File: src/rtl/bta_ram.sv
module bta_ram #(
   parameter int WIDTH = 8,
   parameter int DEPTH = 16
) (
   input  logic                     clock,
   input  logic                     wr_en,
   input  logic [$clog2(DEPTH)-1:0] wr_addr,
   input  logic [WIDTH-1:0]         wr_data,
   input  logic [$clog2(DEPTH)-1:0] rd_addr_a,
   output logic [WIDTH-1:0]         rd_data_a,
   input  logic [$clog2(DEPTH)-1:0] rd_addr_b,
   output logic [WIDTH-1:0]         rd_data_b
);

   logic [WIDTH-1:0] mem [DEPTH];
   logic [WIDTH-1:0] rd_data_a_ff;
   logic [WIDTH-1:0] rd_data_b_ff;

   always_ff @(posedge clock) begin
      if (wr_en) begin
         mem[wr_addr] <= wr_data;
      end
      rd_data_a_ff <= mem[rd_addr_a];
      rd_data_b_ff <= mem[rd_addr_b];
   end

   assign rd_data_a = rd_data_a_ff;
   assign rd_data_b = rd_data_b_ff;

endmodule

File: config.mk
export PLATFORM = sky130hd
export DESIGN_NAME = bta_ram
export DESIGN_NICKNAME = d
export VERILOG_FILES = /design/src/rtl/bta_ram.sv
export SDC_FILE = /design/constraint.sdc
export NUM_CORES = 1
export LEC_CHECK = 0
export ABC_AREA = 1
export BUFFER_PORTS_ARGS = -buffer_cell sky130_fd_sc_hd__buf_2
export CELL_PAD_IN_SITES_DETAIL_PLACEMENT = 0
export CELL_PAD_IN_SITES_GLOBAL_PLACEMENT = 1
export CORE_ASPECT_RATIO = 1.5
export CORE_MARGIN = 5
export CORE_UTILIZATION = 49
export CTS_BUF_LIST = sky130_fd_sc_hd__clkbuf_2 sky130_fd_sc_hd__clkbuf_4 sky130_fd_sc_hd__clkbuf_8
export CTS_CLUSTER_DIAMETER = 80
export DETAILED_ROUTE_END_ITERATION = 6
export PLACE_DENSITY = 0.87
export SYNTH_ARGS = -nofsm -noshare
export SYNTH_HDL_FRONTEND = slang
export SYNTH_SLANG_ARGS = --single-unit
File: constraint.sdc
create_clock -name clock -period 1.9 [get_ports clock]
set_clock_uncertainty 0.1 [all_clocks]
set_input_delay 0.38 -clock clock [delete_from_list [all_inputs] [get_ports clock]]
set_output_delay 0.38 -clock clock [all_outputs]
set_load 0.01 [all_outputs]
==> out/metrics.yaml <==
max_stage_delay_ns: 0.41
r2r_cells: 6
grtUsageTotal_pct: 23.9
synth_top_family_by_area: "simple AND/OR/NAND/NOR gates"
htree_levels: 4
period_minus_slack_ns: 1.48
synthXorXnorAreaFrac_pct: 0
antenna_found_initial: 0
final-max-slew-violation-count: 0
total_power_uw: 6460
ir_drop_v: 0.000434
max_cap_viol_count: 0
dp_hpwl_mm: 13.0
clk_latency_ns: 0.43
avgRoutedWirePerCell_um: 18.1
crit_cells: 1
crit_family: "flip-flops"
grt.overflow.total: 0
grt_pass1_vias: 5490
cts_resized: 0
crit_arrival_ns: 1.00
p_leak_uw: 0.00369
setup_violations: 0
grt_pass1_wl_mm: 31.3
synth.largest_area_cell: "edfxtp_1"
worstHoldPathCells: 1
io_buffers: 37
crit_fanout: 1
dieArea_um2: 17400
final_nets: 918
power_density_nw_per_um2: 801
dp_slack_ns: 0.304
die_h_um: 159
cts_tree: "done"
core_um2: 14500
r2r-end: "rd_data_a[0]$_DFF_P_"
post_cts_buffers: 0
routabilityCongestion: 0.830
vias: 5831
ys_ff_latch: 144
area_delta_synth_final_pct: 11.2
rows: 54
path_cells: "buf_2"
ys_types: 13
yosysWarnings: 0
routed_wl_mm: 20.0
synthesis.area_um2: 7260
ctsRootBufferMaster: "clkbuf_8"
final_hold_viol_count: 0
initial_utilization_pct: 50.0
critPathLaunchType: "flip-flop"
rsz0062_at_grt: "no"
critPathRequiredTime_ns: 1.42
r2r_start: "mem[7][0]$_DFFE_PP_"
slowest_stage: "dfxtp_1"
synth_compound_area_share_pct: 0
die_w_um: 109
max_slew.worst_pin.slew_ns: 0.412
synthTopCellsByArea: "edfxtp_1, nand3_1, nand2_1, inv_1, dfxtp_1"
critPathKind: "flip-flop to output port"
synthAdderAreaFrac_pct: 0
critPathBufInv: 1
cts_buffer_depth: 2
cts_buffers: 17
fill_cells: 1363
max_freq_mhz: 678
finalCritPeriodShare_pct: 77.7
worst-r2r-setup-slack_ns: 0.78
grt_max_degree: 65
drc: 0
dr.pass1.iters: 5
min_from: "wr_data[5]"
netlist.area_leader.share_pct: 52.9
post_synth.cell_area_avg_um2: 8.53
dr.first_iter.drc_count: 480
vias_per_cell: 5.28
hold_buffers: 0
antenna_cells: 0
cp-end-kind: "output port"
synthCells: 851
synthMuxAreaShare_pct: 0
min_to: "mem[7][5]$_DFFE_PP_"
status: "finished clean"
finalWorstSetupSlack_ns: 0.424
fin_setup_tns_ns: 0
cts_sinks: 144
synth_fp_nets: 873
ys_seq_area_share_pct: 57.4
path_clk_slew_ns: 0.08
ios: 38
ant_nets: 0
holdCritPathClass: "input port to flip-flop"
synthSimpleGateAreaFrac_pct: 30.9
relSlewSlack_pct: 72.5
drive_above_1_share_pct: 12.1
-- where the power goes --
part | switching (uW) | internal [uW] | leakage (uW) | total (uW)
logic | 505 | 244 | 0.00222 | 749
clock network | 1090 | 1050 | 0.000184 | 2140
registers | 36.2 | 3540 | 0.00129 | 3570
-- cell families (layout without fill, tap and decap cells) --
group	count (synthesis)	count (layout)
simple gates	521	521
flops	144	144
buf+inv	186	244
-- registers in the layout (all words and copies together), names as in the netlist --
signal and cells:
rd_data_a 8, rd_data_b 8, mem 128
-- layout make-up --
| cell class | count | area, um2 | area share (%) |
|---|---|---|---|
| Clock inverter | 7 | 40.0 | 0.496 |
| Sequential cell | 144 | 4160 | 51.6 |
| Clock buffer | 25 | 307 | 3.80 |
| Inverter | 138 | 518 | 6.42 |
| Multi-Input combinational cell | 521 | 2240 | 27.8 |
| Tap cell | 196 | 245 | 3.04 |
| Timing Repair Buffer | 74 | 551 | 6.82 |
-- layout by cell type (no fill, tap or decap) --
| master | count |
|---|---|
| nand2_1 | 277 |
| nand3_1 | 225 |
| inv_1 | 134 |
| edfxtp_1 | 128 |
| buf_2 | 37 |
| buf_4 | 30 |
| clkbuf_8 | 19 |
| nor2_1 | 17 |
| dfxtp_1 | 16 |
| buf_12 | 7 |
| clkbuf_4 | 6 |
| clkinv_2 | 5 |
| inv_2 | 4 |
| nand3b_1 | 2 |
| clkinvlp_4 | 2 |
-- worst max path at each step --
stage | from | endpoint | slack [ns]
after floorplan | wr_addr[2] | mem[10][0]$_DFFE_PP_ | 0.47
after global placement | rd_addr_a[0] | rd_data_a[0]$_DFF_P_ | 0.31
after detailed placement | rd_addr_b[0] | rd_data_b[0]$_DFF_P_ | 0.30
after CTS | rd_data_b[5]$_DFF_P_ | rd_data_b[5] | 0.41
after global routing | rd_data_b[5]$_DFF_P_ | rd_data_b[5] | 0.39
final | rd_data_b[5]$_DFF_P_ | rd_data_b[5] | 0.42
-- metrics by stage --
| stage | utilization (%) | std cells | hold slack, ns | cell area, um2 |
|---|---|---|---|---|
| 2_1_floorplan | - | 851 | 0.379 | 7260 |
| 3_3_place_gp | 53.2 | 1073 | 0.575 | 7720 |
| 3_5_place_dp | 53.2 | 1073 | 0.575 | 7720 |
| 4_1_cts | 55.5 | 1105 | 0.225 | 8070 |
| 5_1_grt | 55.5 | 1105 | 0.220 | 8070 |
| 6_report | 55.5 | 1105 | 0.245 | 8070 |
-- per-layer routing --
| metal | track usage, % | share of wire [%] |
|---|---|---|
| met3 | 3.53 | 7.0 |
| met5 | 0 | 0 |
| met2 | 40.6 | 51 |
| met1 | 31.7 | 40 |
| met4 | 6.75 | 1.5 |
-- synthesized netlist by cell type --
master,count
nand2_1,277
nand3_1,225
inv_1,134
edfxtp_1,128
buf_2,26
nor2_1,17
dfxtp_1,16
buf_6,14
buf_4,4
inv_2,4
clkbuf_1,3
nand3b_1,2
buf_1,1
(Power assumes the default switching activity.)
